### src/hdl/nnsc_pkg.sv
// nnsc_pkg: shared types and constants for the nearest neighbor RGB565 scaler.
// No dependencies; imported by every module of the block.
`timescale 1ns / 1ps

package nnsc_pkg;

  // Fixed field widths
  localparam int CNT_W   = 4;   // replica count, holds up to 15, capped at MAX_UPSCALE
  localparam int POS_W   = 12;  // source and destination positions
  localparam int DIM_W   = 13;  // source sizes and clipped screen sizes
  localparam int IMG_W   = 12;  // image and screen register width
  localparam int COLOR_W = 16;
  localparam int INDEX_W = 22;
  localparam int CFG_W   = 13;
  localparam int NUM_W   = POS_W + DIM_W;  // product fed to the divider
  localparam int QUEUE_DEPTH = 4;
  localparam int QPTR_W      = 2;

  // Register indexes
  typedef enum logic [2:0] {
    REG_SCREEN_WIDTH  = 3'd0,
    REG_SCREEN_HEIGHT = 3'd1,
    REG_SOURCE_WIDTH  = 3'd2,
    REG_SOURCE_HEIGHT = 3'd3,
    REG_IMAGE_WIDTH   = 3'd4,
    REG_IMAGE_HEIGHT  = 3'd5,
    REG_SCALE_MODE    = 3'd6
  } reg_idx_t;

  // Reset values of the registers
  localparam logic [IMG_W-1:0] RST_SCREEN_WIDTH  = 12'd320;
  localparam logic [IMG_W-1:0] RST_SCREEN_HEIGHT = 12'd240;
  localparam logic [DIM_W-1:0] RST_SOURCE_WIDTH  = 13'd320;
  localparam logic [DIM_W-1:0] RST_SOURCE_HEIGHT = 13'd240;
  localparam logic [IMG_W-1:0] RST_IMAGE_WIDTH   = 12'd320;
  localparam logic [IMG_W-1:0] RST_IMAGE_HEIGHT  = 12'd240;

  // Settings seen by the mapping front end
  typedef struct packed {
    logic [DIM_W-1:0] src_w;
    logic [DIM_W-1:0] src_h;
    logic [IMG_W-1:0] img_w;
    logic [IMG_W-1:0] img_h;
    logic             scale;
  } scan_cfg_t;

  // Screen geometry seen by the write back end
  typedef struct packed {
    logic [DIM_W-1:0] sw;
    logic [DIM_W-1:0] sh;
    logic [IMG_W-1:0] startx;
    logic [IMG_W-1:0] starty;
  } geom_t;

  // One block of replica writes for one source pixel
  typedef struct packed {
    logic [POS_W-1:0]   first_row;
    logic [CNT_W-1:0]   rows;
    logic [POS_W-1:0]   first_col;
    logic [CNT_W-1:0]   cols;
    logic [COLOR_W-1:0] color;
  } job_t;

  // RGB888 to RGB565: top bits of each component
  function automatic logic [COLOR_W-1:0] rgb565(input logic [7:0] r, input logic [7:0] g,
                                                input logic [7:0] b);
    rgb565 = {r[7:3], g[7:2], b[7:3]};
  endfunction

endpackage

### src/hdl/nnsc_div.sv
// nnsc_div: serial restoring divider, one quotient bit per cycle, with
// round-half-down of the quotient. Depends on nnsc_pkg.
`timescale 1ns / 1ps

module nnsc_div (
  input  logic                      clk,
  input  logic                      rst_n,
  input  logic                      start,
  input  logic [nnsc_pkg::NUM_W-1:0] num,
  input  logic [nnsc_pkg::IMG_W-1:0] den,
  output logic                      done,
  output logic [nnsc_pkg::DIM_W-1:0] quot
);
  import nnsc_pkg::*;

  typedef enum logic [1:0] {D_IDLE, D_RUN, D_FIN} dstate_t;

  dstate_t          state_r;
  logic [4:0]       cnt_r;
  logic [NUM_W-1:0] q_r;
  logic [IMG_W-1:0] rem_r;
  logic [IMG_W-1:0] den_r;
  logic             done_r;
  logic [DIM_W-1:0] quot_r;

  // one restoring step
  logic [IMG_W:0] trial;
  logic           fits;
  logic           round_up;
  assign trial    = {rem_r, q_r[NUM_W-1]};
  assign fits     = trial >= {1'b0, den_r};
  assign round_up = rem_r > (den_r >> 1);

  always_ff @(posedge clk) begin
    if (!rst_n) begin
      state_r <= D_IDLE;
      done_r  <= 1'b0;
      cnt_r   <= '0;
    end else begin
      done_r <= 1'b0;
      unique case (state_r)
        D_IDLE: begin
          if (start) begin
            q_r     <= num;
            rem_r   <= '0;
            den_r   <= den;
            cnt_r   <= 5'(NUM_W - 1);
            state_r <= D_RUN;
          end
        end
        D_RUN: begin
          if (fits) rem_r <= IMG_W'(trial - {1'b0, den_r});
          else      rem_r <= trial[IMG_W-1:0];
          q_r <= {q_r[NUM_W-2:0], fits};
          if (cnt_r == '0) state_r <= D_FIN;
          else             cnt_r <= cnt_r - 5'd1;
        end
        D_FIN: begin
          // zero divisor maps everything to zero
          if (den_r == '0) quot_r <= '0;
          else             quot_r <= q_r[DIM_W-1:0] + DIM_W'(round_up);
          done_r  <= 1'b1;
          state_r <= D_IDLE;
        end
        default: state_r <= D_IDLE;
      endcase
    end
  end

  assign done = done_r;
  assign quot = quot_r;

endmodule

### src/hdl/nnsc_front.sv
// nnsc_front: accepts source pixels, tracks raster position and walks the
// destination row/column maps. Depends on nnsc_pkg and nnsc_div.
`timescale 1ns / 1ps

module nnsc_front #(
  parameter int MAX_UPSCALE = 8
) (
  input  logic                  clk,
  input  logic                  rst_n,
  input  logic                  in_valid,
  output logic                  in_ready,
  input  logic [7:0]            in_red,
  input  logic [7:0]            in_green,
  input  logic [7:0]            in_blue,
  input  logic                  in_frame_start,
  input  nnsc_pkg::scan_cfg_t   cfg,
  output logic                  job_valid,
  input  logic                  job_ready,
  output nnsc_pkg::job_t        job
);
  import nnsc_pkg::*;

  typedef enum logic [2:0] {S_IDLE, S_ROW, S_ROW_DIV, S_COL, S_COL_DIV, S_PUSH} fstate_t;

  fstate_t            state_r;
  logic [COLOR_W-1:0] color_r;
  logic [POS_W-1:0]   src_col_r, src_row_r;
  logic [POS_W-1:0]   nd_col_r, nd_row_r;
  logic [DIM_W-1:0]   nd_col_src_r, nd_row_src_r;
  logic [POS_W-1:0]   first_row_r, first_col_r;
  logic [CNT_W-1:0]   row_cnt_r, col_cnt_r;

  logic [CNT_W-1:0] max_cnt;
  assign max_cnt = CNT_W'(MAX_UPSCALE);

  // loop conditions of the two map walks
  logic row_go, col_go, row_hit, col_hit;
  assign row_go  = (nd_row_r < cfg.img_h) && (nd_row_src_r <= {1'b0, src_row_r});
  assign col_go  = (nd_col_r < cfg.img_w) && (nd_col_src_r <= {1'b0, src_col_r});
  assign row_hit = (nd_row_src_r == {1'b0, src_row_r}) && ({1'b0, src_row_r} < cfg.src_h);
  assign col_hit = (nd_col_src_r == {1'b0, src_col_r}) && ({1'b0, src_col_r} < cfg.src_w);

  // divider feed: next destination index times source size
  logic             div_start, div_done, div_row;
  logic [POS_W-1:0] nd_row_inc, nd_col_inc;
  logic [NUM_W-1:0] div_num;
  logic [IMG_W-1:0] div_den;
  logic [DIM_W-1:0] div_quot;
  assign nd_row_inc = POS_W'(nd_row_r + 1'b1);
  assign nd_col_inc = POS_W'(nd_col_r + 1'b1);
  assign div_row    = state_r == S_ROW;
  assign div_start  = (div_row && row_go) || (state_r == S_COL && col_go);
  assign div_num    = div_row ? NUM_W'(nd_row_inc * cfg.src_h) : NUM_W'(nd_col_inc * cfg.src_w);
  assign div_den    = div_row ? cfg.img_h : cfg.img_w;

  nnsc_div u_div (
    .clk   (clk),
    .rst_n (rst_n),
    .start (div_start),
    .num   (div_num),
    .den   (div_den),
    .done  (div_done),
    .quot  (div_quot)
  );

  // raster advance at the end of a pixel
  logic col_wrap, row_wrap;
  assign col_wrap = ({1'b0, src_col_r} + 13'd1) >= cfg.src_w;
  assign row_wrap = ({1'b0, src_row_r} + 13'd1) >= cfg.src_h;

  logic src_col_zero;
  assign src_col_zero = in_frame_start || (src_col_r == '0);

  always_ff @(posedge clk) begin
    if (!rst_n) begin
      state_r      <= S_IDLE;
      src_col_r    <= '0;
      src_row_r    <= '0;
      nd_col_r     <= '0;
      nd_row_r     <= '0;
      nd_col_src_r <= '0;
      nd_row_src_r <= '0;
      first_row_r  <= '0;
      row_cnt_r    <= '0;
      first_col_r  <= '0;
      col_cnt_r    <= '0;
    end else begin
      unique case (state_r)
        S_IDLE: begin
          if (in_valid) begin
            color_r <= rgb565(in_red, in_green, in_blue);
            if (in_frame_start) begin
              src_col_r    <= '0;
              src_row_r    <= '0;
              nd_col_r     <= '0;
              nd_row_r     <= '0;
              nd_col_src_r <= '0;
              nd_row_src_r <= '0;
            end
            // row block restarts on a new frame or a new scaled row
            if (in_frame_start || (cfg.scale && src_col_zero)) begin
              first_row_r <= '0;
              row_cnt_r   <= '0;
            end
            first_col_r <= '0;
            col_cnt_r   <= '0;
            if (!cfg.scale) begin
              state_r <= S_PUSH;
            end else if (src_col_zero) begin
              state_r <= S_ROW;
            end else begin
              state_r <= S_COL;
            end
          end
        end
        S_ROW: begin
          if (row_go) begin
            if (row_hit) begin
              if (row_cnt_r == '0) first_row_r <= nd_row_r;
              if (row_cnt_r < max_cnt) row_cnt_r <= row_cnt_r + 1'b1;
            end
            nd_row_r <= nd_row_inc;
            state_r  <= S_ROW_DIV;
          end else begin
            state_r <= S_COL;
          end
        end
        S_ROW_DIV: begin
          if (div_done) begin
            nd_row_src_r <= div_quot;
            state_r      <= S_ROW;
          end
        end
        S_COL: begin
          if (col_go) begin
            if (col_hit) begin
              if (col_cnt_r == '0) first_col_r <= nd_col_r;
              if (col_cnt_r < max_cnt) col_cnt_r <= col_cnt_r + 1'b1;
            end
            nd_col_r <= nd_col_inc;
            state_r  <= S_COL_DIV;
          end else begin
            state_r <= S_PUSH;
          end
        end
        S_COL_DIV: begin
          if (div_done) begin
            nd_col_src_r <= div_quot;
            state_r      <= S_COL;
          end
        end
        S_PUSH: begin
          if (job_ready) begin
            if (col_wrap) begin
              src_col_r    <= '0;
              nd_col_r     <= '0;
              nd_col_src_r <= '0;
              if (row_wrap) begin
                src_row_r    <= '0;
                nd_row_r     <= '0;
                nd_row_src_r <= '0;
              end else begin
                src_row_r <= src_row_r + 1'b1;
              end
            end else begin
              src_col_r <= src_col_r + 1'b1;
            end
            state_r <= S_IDLE;
          end
        end
        default: state_r <= S_IDLE;
      endcase
    end
  end

  // job word: scaled block, or a single write in copy mode
  always_comb begin
    job.color = color_r;
    if (cfg.scale) begin
      job.first_row = first_row_r;
      job.rows      = row_cnt_r;
      job.first_col = first_col_r;
      job.cols      = col_cnt_r;
    end else begin
      job.first_row = src_row_r;
      job.rows      = CNT_W'(1);
      job.first_col = src_col_r;
      job.cols      = CNT_W'(1);
    end
  end

  assign in_ready  = state_r == S_IDLE;
  assign job_valid = state_r == S_PUSH;

endmodule

### src/hdl/nnsc_fifo.sv
// nnsc_fifo: short register queue of job words between front and back end.
// Depends on nnsc_pkg.
`timescale 1ns / 1ps

module nnsc_fifo (
  input  logic           clk,
  input  logic           rst_n,
  input  logic           push_valid,
  output logic           push_ready,
  input  nnsc_pkg::job_t push_data,
  output logic           pop_valid,
  input  logic           pop_ready,
  output nnsc_pkg::job_t pop_data
);
  import nnsc_pkg::*;

  job_t              slot_r [QUEUE_DEPTH];
  logic [QPTR_W-1:0] wr_ptr_r, rd_ptr_r;
  logic [QPTR_W:0]   count_r;

  logic push, pop;
  assign push_ready = count_r != (QPTR_W+1)'(QUEUE_DEPTH);
  assign pop_valid  = count_r != '0;
  assign push       = push_valid && push_ready;
  assign pop        = pop_valid && pop_ready;
  assign pop_data   = slot_r[rd_ptr_r];

  // storage
  always_ff @(posedge clk) begin
    if (push) slot_r[wr_ptr_r] <= push_data;
  end

  // pointers and fill level
  always_ff @(posedge clk) begin
    if (!rst_n) begin
      wr_ptr_r <= '0;
      rd_ptr_r <= '0;
      count_r  <= '0;
    end else begin
      if (push) wr_ptr_r <= wr_ptr_r + 1'b1;
      if (pop)  rd_ptr_r <= rd_ptr_r + 1'b1;
      case ({push, pop})
        2'b10:   count_r <= count_r + 1'b1;
        2'b01:   count_r <= count_r - 1'b1;
        default: count_r <= count_r;
      endcase
    end
  end

endmodule

### src/hdl/nnsc_back.sv
// nnsc_back: clips a job to the screen and emits its framebuffer words,
// one per cycle unless out_ready stalls, through a registered output. Depends on nnsc_pkg.
`timescale 1ns / 1ps

module nnsc_back (
  input  logic                         clk,
  input  logic                         rst_n,
  input  logic                         job_valid,
  output logic                         job_ready,
  input  nnsc_pkg::job_t               job,
  input  nnsc_pkg::geom_t              geom,
  output logic                         out_valid,
  input  logic                         out_ready,
  output logic [nnsc_pkg::INDEX_W-1:0] out_pixel_index,
  output logic [nnsc_pkg::COLOR_W-1:0] out_color,
  output logic                         out_last
);
  import nnsc_pkg::*;

  typedef enum logic [1:0] {B_IDLE, B_SETUP, B_EMIT} bstate_t;

  bstate_t            state_r;
  job_t               job_r;
  logic [DIM_W-1:0]   row_abs_r, col_abs_r;
  logic [CNT_W-1:0]   nr_r, nc_r, i_r, j_r;
  logic               out_valid_r, out_last_r;
  logic [INDEX_W-1:0] index_r;
  logic [COLOR_W-1:0] color_r;

  // clipping against the screen edges
  logic [DIM_W-1:0] row_abs, col_abs, row_room, col_room;
  logic [CNT_W-1:0] nr, nc;
  assign row_abs  = DIM_W'(job_r.first_row) + DIM_W'(geom.starty);
  assign col_abs  = DIM_W'(job_r.first_col) + DIM_W'(geom.startx);
  assign row_room = (geom.sh > row_abs) ? DIM_W'(geom.sh - row_abs) : '0;
  assign col_room = (geom.sw > col_abs) ? DIM_W'(geom.sw - col_abs) : '0;
  assign nr = (row_room < DIM_W'(job_r.rows)) ? row_room[CNT_W-1:0] : job_r.rows;
  assign nc = (col_room < DIM_W'(job_r.cols)) ? col_room[CNT_W-1:0] : job_r.cols;

  // address of the current write
  logic [DIM_W-1:0] row_cur, col_cur;
  logic [31:0]      addr;
  logic             load, end_row, end_job;
  assign row_cur = DIM_W'(row_abs_r + DIM_W'(i_r));
  assign col_cur = DIM_W'(col_abs_r + DIM_W'(j_r));
  assign addr    = 32'(row_cur) * 32'(geom.sw) + 32'(col_cur);
  assign load    = (state_r == B_EMIT) && (!out_valid_r || out_ready);
  assign end_row = j_r == CNT_W'(nc_r - 1'b1);
  assign end_job = end_row && (i_r == CNT_W'(nr_r - 1'b1));

  always_ff @(posedge clk) begin
    if (!rst_n) begin
      state_r     <= B_IDLE;
      out_valid_r <= 1'b0;
      out_last_r  <= 1'b0;
    end else begin
      if (out_ready && !load) out_valid_r <= 1'b0;
      unique case (state_r)
        B_IDLE: begin
          if (job_valid) begin
            job_r   <= job;
            state_r <= B_SETUP;
          end
        end
        B_SETUP: begin
          row_abs_r <= row_abs;
          col_abs_r <= col_abs;
          nr_r      <= nr;
          nc_r      <= nc;
          i_r       <= '0;
          j_r       <= '0;
          // fully clipped jobs make no write
          if (nr == '0 || nc == '0) state_r <= B_IDLE;
          else                      state_r <= B_EMIT;
        end
        B_EMIT: begin
          if (load) begin
            out_valid_r <= 1'b1;
            index_r     <= addr[INDEX_W-1:0];
            color_r     <= job_r.color;
            out_last_r  <= end_job;
            if (end_job) begin
              state_r <= B_IDLE;
            end else if (end_row) begin
              j_r <= '0;
              i_r <= i_r + 1'b1;
            end else begin
              j_r <= j_r + 1'b1;
            end
          end
        end
        default: state_r <= B_IDLE;
      endcase
    end
  end

  assign job_ready       = state_r == B_IDLE;
  assign out_valid       = out_valid_r;
  assign out_pixel_index = index_r;
  assign out_color       = color_r;
  assign out_last        = out_last_r;

endmodule

### src/hdl/nearest_neighbor_scaler_rgb565.sv
// Nearest neighbor scaler, RGB888 pixel stream in, RGB565 framebuffer words out.
// Each accepted pixel walks the destination columns, and the rows at a new source
// row, each step examined by the serial divider (25-step map evaluation); the back
// end then takes a setup state and emits one word per cycle while out_ready does
// not stall it. Throughput is set by that divider loop; copy mode skips the walks.
// Reset: synchronous, active low; registers return to 320x240, scaling on.
`timescale 1ns / 1ps

module nearest_neighbor_scaler_rgb565 #(
  parameter int MAX_SCREEN_WIDTH  = 2048,
  parameter int MAX_SCREEN_HEIGHT = 2048,
  parameter int MAX_UPSCALE       = 8
) (
  input  logic                         clk,
  input  logic                         rst_n,
  input  logic                         in_valid,
  output logic                         in_ready,
  input  logic [7:0]                   in_red,
  input  logic [7:0]                   in_green,
  input  logic [7:0]                   in_blue,
  input  logic                         in_frame_start,
  output logic                         out_valid,
  input  logic                         out_ready,
  output logic [nnsc_pkg::INDEX_W-1:0] out_pixel_index,
  output logic [nnsc_pkg::COLOR_W-1:0] out_color,
  output logic                         out_last,
  input  logic                         cfg_we,
  input  logic [2:0]                   cfg_index,
  input  logic [nnsc_pkg::CFG_W-1:0]   cfg_wdata
);
  import nnsc_pkg::*;

  // configuration registers
  logic [IMG_W-1:0] scr_w_r, scr_h_r, img_w_r, img_h_r;
  logic [DIM_W-1:0] src_w_r, src_h_r;
  logic             scale_r;

  always_ff @(posedge clk) begin
    if (!rst_n) begin
      scr_w_r <= RST_SCREEN_WIDTH;
      scr_h_r <= RST_SCREEN_HEIGHT;
      src_w_r <= RST_SOURCE_WIDTH;
      src_h_r <= RST_SOURCE_HEIGHT;
      img_w_r <= RST_IMAGE_WIDTH;
      img_h_r <= RST_IMAGE_HEIGHT;
      scale_r <= 1'b1;
    end else if (cfg_we) begin
      unique case (reg_idx_t'(cfg_index))
        REG_SCREEN_WIDTH:  scr_w_r <= cfg_wdata[IMG_W-1:0];
        REG_SCREEN_HEIGHT: scr_h_r <= cfg_wdata[IMG_W-1:0];
        REG_SOURCE_WIDTH:  src_w_r <= cfg_wdata;
        REG_SOURCE_HEIGHT: src_h_r <= cfg_wdata;
        REG_IMAGE_WIDTH:   img_w_r <= cfg_wdata[IMG_W-1:0];
        REG_IMAGE_HEIGHT:  img_h_r <= cfg_wdata[IMG_W-1:0];
        REG_SCALE_MODE:    scale_r <= cfg_wdata[0];
        default: ;
      endcase
    end
  end

  // screen limits and centering offsets
  scan_cfg_t scan_cfg;
  geom_t     geom;
  assign geom.sw = (DIM_W'(scr_w_r) > DIM_W'(MAX_SCREEN_WIDTH)) ?
                   DIM_W'(MAX_SCREEN_WIDTH) : DIM_W'(scr_w_r);
  assign geom.sh = (DIM_W'(scr_h_r) > DIM_W'(MAX_SCREEN_HEIGHT)) ?
                   DIM_W'(MAX_SCREEN_HEIGHT) : DIM_W'(scr_h_r);
  assign geom.startx = (DIM_W'(img_w_r) < geom.sw) ?
                       IMG_W'((geom.sw - DIM_W'(img_w_r)) >> 1) : '0;
  assign geom.starty = (DIM_W'(img_h_r) < geom.sh) ?
                       IMG_W'((geom.sh - DIM_W'(img_h_r)) >> 1) : '0;

  assign scan_cfg.src_w = src_w_r;
  assign scan_cfg.src_h = src_h_r;
  assign scan_cfg.img_w = img_w_r;
  assign scan_cfg.img_h = img_h_r;
  assign scan_cfg.scale = scale_r;

  // front end, queue, back end
  logic f_valid, f_ready, b_valid, b_ready;
  job_t f_job, b_job;

  nnsc_front #(.MAX_UPSCALE(MAX_UPSCALE)) u_front (
    .clk            (clk),
    .rst_n          (rst_n),
    .in_valid       (in_valid),
    .in_ready       (in_ready),
    .in_red         (in_red),
    .in_green       (in_green),
    .in_blue        (in_blue),
    .in_frame_start (in_frame_start),
    .cfg            (scan_cfg),
    .job_valid      (f_valid),
    .job_ready      (f_ready),
    .job            (f_job)
  );

  nnsc_fifo u_queue (
    .clk        (clk),
    .rst_n      (rst_n),
    .push_valid (f_valid),
    .push_ready (f_ready),
    .push_data  (f_job),
    .pop_valid  (b_valid),
    .pop_ready  (b_ready),
    .pop_data   (b_job)
  );

  nnsc_back u_back (
    .clk             (clk),
    .rst_n           (rst_n),
    .job_valid       (b_valid),
    .job_ready       (b_ready),
    .job             (b_job),
    .geom            (geom),
    .out_valid       (out_valid),
    .out_ready       (out_ready),
    .out_pixel_index (out_pixel_index),
    .out_color       (out_color),
    .out_last        (out_last)
  );

  // front end takes one word at a time
  a_front_busy: assert property (@(posedge clk) disable iff (!rst_n)
    (in_valid && in_ready) |=> !in_ready)
    else $error("front end accepted while busy");

  // a pushed job is visible to the back end on the next cycle
  a_queue_push: assert property (@(posedge clk) disable iff (!rst_n)
    (f_valid && f_ready) |=> b_valid)
    else $error("queue lost a job");

endmodule

### config.mk
export PLATFORM = sky130hd
export DESIGN_NAME = nearest_neighbor_scaler_rgb565
export DESIGN_NICKNAME = d
export VERILOG_FILES = /design/src/hdl/nnsc_pkg.sv /design/src/hdl/nnsc_div.sv /design/src/hdl/nnsc_front.sv /design/src/hdl/nnsc_fifo.sv /design/src/hdl/nnsc_back.sv /design/src/hdl/nearest_neighbor_scaler_rgb565.sv
export SDC_FILE = /design/constraint.sdc
export NUM_CORES = 2
export LEC_CHECK = 0
export BUFFER_PORTS_ARGS = -buffer_cell sky130_fd_sc_hd__buf_2
export CORE_ASPECT_RATIO = 1.75
export CORE_MARGIN = 2
export CORE_UTILIZATION = 56
export CTS_BUF_LIST = sky130_fd_sc_hd__clkbuf_4
export DETAILED_ROUTE_END_ITERATION = 8
export PLACE_DENSITY = 0.8
export REMOVE_ABC_BUFFERS = 1
export SLEW_MARGIN = 20
export SYNTH_ARGS = -nofsm -noshare
export SYNTH_HDL_FRONTEND = slang
export SYNTH_HIERARCHICAL = 1
export SYNTH_SLANG_ARGS = --single-unit
### constraint.sdc
create_clock -name clk -period 15.9 [get_ports clk]
set_input_delay 3.18 -clock clk [delete_from_list [all_inputs] [get_ports clk]]
set_output_delay 3.18 -clock clk [all_outputs]
set_load 0.02 [all_outputs]
### Word-level counts from Yosys, hierarchy flattened

Memories as Yosys holds them, arrays and structs flattened. A register that Yosys moved wholly into a read port is not among the register bits.
Index checks and enable logic that the tools add are counted.

| operators by class | value |
|---|---|
| shifts and indexed selects | 0 |
| multiply operators | 3 |
| magnitude comparators | 20 |
| mux-type cells | 101 |
| reduce and logical (&&, ||, !) cells | 72 |
| eq/ne operators | 46 |
| bitwise logic cells | 0 |
| divide/modulo/power cells | 0 |
| add/subtract/negate cells | 28 |

Operators with widths:

| kind | number |
|---|---|
| two-way mux 12 bit | 30 |
| two-way mux 13 bit | 10 |
| one-hot mux 12 bit (2 select lines) | 5 |
| one-hot mux 13 bit (3 select lines) | 2 |
| one-hot mux 12 bit (3 select lines) | 2 |
| two-way mux 4 bit | 17 |
| multiplier 12 x 13 -> 25 bit | 2 |
| two-way mux 25 bit | 2 |
| one-hot mux 25 bit (2 select lines) | 1 |
| adder 12 x 1 -> 12 bit (second input constant) | 4 |
| less-than comparator 12 bit | 4 |
| two-way mux 32 bit | 1 |
| one-hot mux 4 bit (2 select lines) | 4 |
| adder 12 x 1 -> 13 bit (second input constant) | 2 |
| adder 12 x 12 -> 13 bit | 2 |
| adder 13 x 4 -> 13 bit | 2 |
| equality test 13 x 12 -> 1 bit | 2 |
| greater-or-equal comparator 13 bit | 2 |
| greater-than comparator 12 x 13 -> 1 bit | 2 |
| less-or-equal comparator 13 x 12 -> 1 bit | 2 |
| less-than comparator 12 x 13 -> 1 bit | 2 |
| less-than comparator 13 x 4 -> 1 bit | 2 |
| != test 2 bit (second input constant) | 13 |
| subtractor 12 x 12 -> 13 bit | 2 |
| other kinds (48) | 153 |

| storage, ports and cells | value |
|---|---|
| word-level logic and storage cells | 311 |
| memories | 1 |
| bits in registers | 361 |
| input port bits | 46 |
| output and inout bits | 41 |
| memory bits (writable) | 192 |
| latch bits | 0 |
| bits in read-only memories | 0 |

Memory list:

| name | depth | width | read ports | clocked after memory_dff | wr ports | RTL line | RTL |
|---|---|---|---|---|---|---|---|
| u_queue.slot_r | 4 | 48 | 1 | 1 | 1 | nnsc_fifo.sv:17 | `job_t slot_r [QUEUE_DEPTH];` |

### Logic depth before layout (Yosys ltp)

| logic depth | value |
|---|---|
| word-level depth | 13 |
| depth in mapped cells | 38 |
| gate-level depth less buffers | 36 |

### Cells and area by module

Netlist, hierarchy kept.

Modules (own cells, without submodules):

| module | area an instance (um^2) | seq. area each (um^2) | times used | cells an instance |
|---|---|---|---|---|
| nnsc_front | 18611.6 | 2662.6 | 1 | 2276 |
| nnsc_back | 13183.9 | 3923.8 | 1 | 1277 |
| nnsc_fifo | 7399.6 | 5945.7 | 1 | 302 |
| nearest_neighbor_scaler_rgb565 | 4414.2 | 1501.4 | 1 | 569 |
| nnsc_div | 3717.3 | 2021.9 | 1 | 360 |

### Worst setup path before layout

No wires, ideal clock.

| path | value |
|---|---|
| path kind | register to register |
| start | reg scr_h_r[11] |
| end | reg u_back.nr_r[1] (data pin) |
| clock period less this slack | 7.623 ns |
| cell stages (with the launch flop) | 34 |
| data arrival time | 7.364 ns |
| setup slack | 8.277 ns |
| setup time | 0.260 ns |
| path buffers | 2 |
| data required time | 15.640 ns |
| cell sequence | dfxtp_1 > clkbuf_1 > nor2b_1 > ha_1 > nor2b_1 > o31ai_2 > a21oi_1 > o31ai_1 > buf_2 > nor2_1 > ha_1 > a21o_1 > a21oi_1 > o21ai_0 > a21oi_1 > nand2b_1 > a21boi_0 > o31a_1 > o41ai_2 > xor2_1 > ha_1 > and4_1 > nand2_1 > o41ai_1 > nor2_1 > ha_1 > and4b_1 > a31oi_1 > o221ai_1 > a2111o_1 > a211oi_1 > nand4_1 > nand2_1 > mux2_2 |

RTL lines:

| item | RTL line | RTL |
|---|---|---|
| start: declaration | nearest_neighbor_scaler_rgb565.sv:34 | `logic [IMG_W-1:0] scr_w_r, scr_h_r, img_w_r, img_h_r;` |
| start signal: assignment | nearest_neighbor_scaler_rgb565.sv:50 | `REG_SCREEN_HEIGHT: scr_h_r <= cfg_wdata[IMG_W-1:0];` |
| end signal: assignment | nnsc_back.sv:68 | `nr_r <= nr;` |
| end: declaration | nnsc_back.sv:25 | `logic [CNT_W-1:0] nr_r, nc_r, i_r, j_r;` |

==> metrics <==
Worst Min Path Start=u_back/job_r[6]; Hold Buf Count CTS=0; Reg2Reg Depth=34; Clk Latency, worst-skew pair=0.93 ns; total gr overflow=0; ranking of synthesized cells by area=edfxtp_1 (25%), fa_1 (15%), ha_1 (11%), dfxtp_1 (8.7%), nand2_1 (5.5%); Req. time, crit path=16.54 ns; layout cells sized above 1=9.832%; die area=86940 µm²; number of synthesized flops with an enable pin=398; initial antenna violation count=8; Post-DP HPWL=94810 µm; worst hold margin=0.4072 ns; CTS resizes=0; ys flop type=edfxtp_1; YS warnings=6; area grow syn2layout=6.903%; status=completed; max cap viols=0; final WL=121300 µm; post-DR wirelength/cell=19.94 µm; multi-input combinational cell area=28130 µm²; FMAX=106.3 MHz; area of the mapped netlist=47330 µm²; Starting DRT DRC Count=2149; Slew Viols, Final=0; worst slew pin tran=1.113 ns; Place WS=6.443 ns; sequential fraction of the synthesis area=33.92%; area leader, netlist=edfxtp_1; core footprint=84150 µm²; area share of the largest cell type after synthesis=25.25%; Post CTS Setup Buffer Count=0; number of buffers created by CTS=137; Worst Setup End Kind=register; CP peak stage delay=0.99 ns; CTS max path bufs=3; Max FO, Critical Path=25; setup TNS=0 ns; DRC viols=0; Async SR Flop Fraction=0%; Syn Area/Cell=9.893 µm²; Pwr Density=123.9 nW/µm²; Pleak=22.09 nW; Netlist cell types=117; Ports=87; type of the most critical hold path=reg -> reg; worst hold endpoint=u_back/out_color[6]; Crit path max-delay family=compound AO/OA/AOI/OAI gates; final worst slack=6.496 ns; Yosys reg bits=603; first-pass GRT wire length=192900 µm; CTS tree=built; Slew headroom=25.32%; clock skew=0.06714 ns; cells after synthesis=4784; post-route minimum period=9.404 ns; Critical Path Slowest Stage Cell=dfxtp_1; GP Congestion=0.9699; final setup violating endpoints=0; Total Routing Usage GR=28.52%; crit path kind=reg -> reg; VDD IR-drop max=0.09892 mV; number of cell rows=141; clock sinks=603; CP Launch Type=register; CTS root buffer=clkbuf_4; flop2flop setup slack=6.50 ns; H-tree depth=4; Hold Crit Depth=0; final hold violations=0; RSZ-0062 raised after global routing=no; CP bufs+invs=1; DR vias=35310; vias in the first global route=37660; fin nets=5715; cell mode on critical path=ha_1; number of buffers added on ports=78; pin count of the biggest net entering global routing=80; fin crit share=59.14%; Reg clk slew, reported paths=0.07 ns; worst path arrival time=10.05 ns; via/cell ratio=5.807; reg2reg end=u_back/nc_r[2]; Starting Density=56.24%; Final ANT Viol Nets=0; RR Startpoint=scr_w_r[11]; chip height=388.6 µm; commonest non-fill, non-tap cell in the layout=nand2_1; commonest cells after routing, fill and taps aside=nand2_1 (696), inv_1 (662), ha_1 (420); Pre-Repair DR Iteration Count=6; Storage cell area=16060 µm²; Die X=223.8 µm; FILL cells=6820
through the flow:
step                      utilization (%)  area, µm²  total power [mW]  cells
after CTS                           60.07      50550             6.276   6076
after detailed placement            57.99      48800             5.041   5827
after floorplan                         -      46590             4.253   4624
after global placement              57.93      48750             4.952   5826
final                               60.12      50590             6.267   6081
after global routing                60.11      50590             6.733   6078
cells by family after synthesis:
kind of cell               Yosys count  synth area share (%)
and+or+nand+nor                   1544                 15.40
buffers and inverters              826                 6.834
adders and majority gates          776                 26.14
AOI/OAI and AO/OA                  723                 10.38
DFF                                603                 33.92
xor gates and xnor gates           221                 4.106
muxes                               90                 3.207
other                                1              0.007924
how the worst max path moves through the flow:
| stage | to | depth (start not counted) | from | slack [ns] |
|---|---|---|---|---|
| 4_1_cts | u_back/state_r[1] | 33 | scr_h_r[11] | 6.42 |
| 3_5_place_dp | u_back/state_r[1] | 33 | scr_h_r[11] | 6.44 |
| 5_1_grt | u_back/state_r[1] | 35 | scr_h_r[11] | 5.99 |
| 6_report | u_back/nc_r[2] | 34 | scr_w_r[11] | 6.50 |
| 2_1_floorplan | u_back/nr_r[1] | 31 | scr_h_r[11] | 8.00 |
| 3_3_place_gp | u_back/state_r[1] | 33 | scr_h_r[11] | 6.56 |
where the power goes:
group	internal, mW	switching (mW)
Clock	0.586	0.637
Sequential	1.96	0.114
Combinational	1.18	1.79
Total	3.72	2.54
Yosys cell counts (all sizes together), types with 63 or more instances:
cell    count
xnor2     132
nor2      264
ha        420
o21ai     167
xor2       89
clkbuf    131
inv       663
a21o       64
fa        355
a21oi     172
nand2     696
edfxtp    398
and2      134
dfxtp     205
nor2b      63
nand3      92
a21boi     70
layer usage:
| layer | vias up | GRT usage [%] | share of wire (%) |
|---|---|---|---|
| li1 | 16380 | - | - |
| met1 | 17170 | 27.10 | 33 |
| met3 | 543 | 4.271 | 4.5 |
| met2 | 1207 | 52.87 | 53 |
| met5 | - | 0 | 0.048 |
| met4 | 10 | 24.85 | 9.6 |
final cells by class:
type                            instances  area share [%]
Multi-Input combinational cell       3358           55.59
Tap cell                             1072           2.651
Timing Repair Buffer                  131           1.603
Clock buffer                          184           2.730
Sequential cell                       603           31.75
Antenna cell                            5         0.02473
Inverter                              663           4.919
Clock inverter                         65          0.7345
sequential cells by signal, indices dropped and copies added (netlist names), 13 cells and up, named ones only:
signal                  flops
u_front/color_r            16
u_front/u_div/quot         13
u_front/nd_col_src_r       13
u_back/out_pixel_index     22
u_back/col_abs_r           13
u_front/nd_row_src_r       13
src_w_r                    13
u_back/row_abs_r           13
u_back/out_color           16
src_h_r                    13
u_back/job_r               48
u_front/u_div/q_r          25
u_queue/slot_r            192
Power figures use the tool's default switching activity.
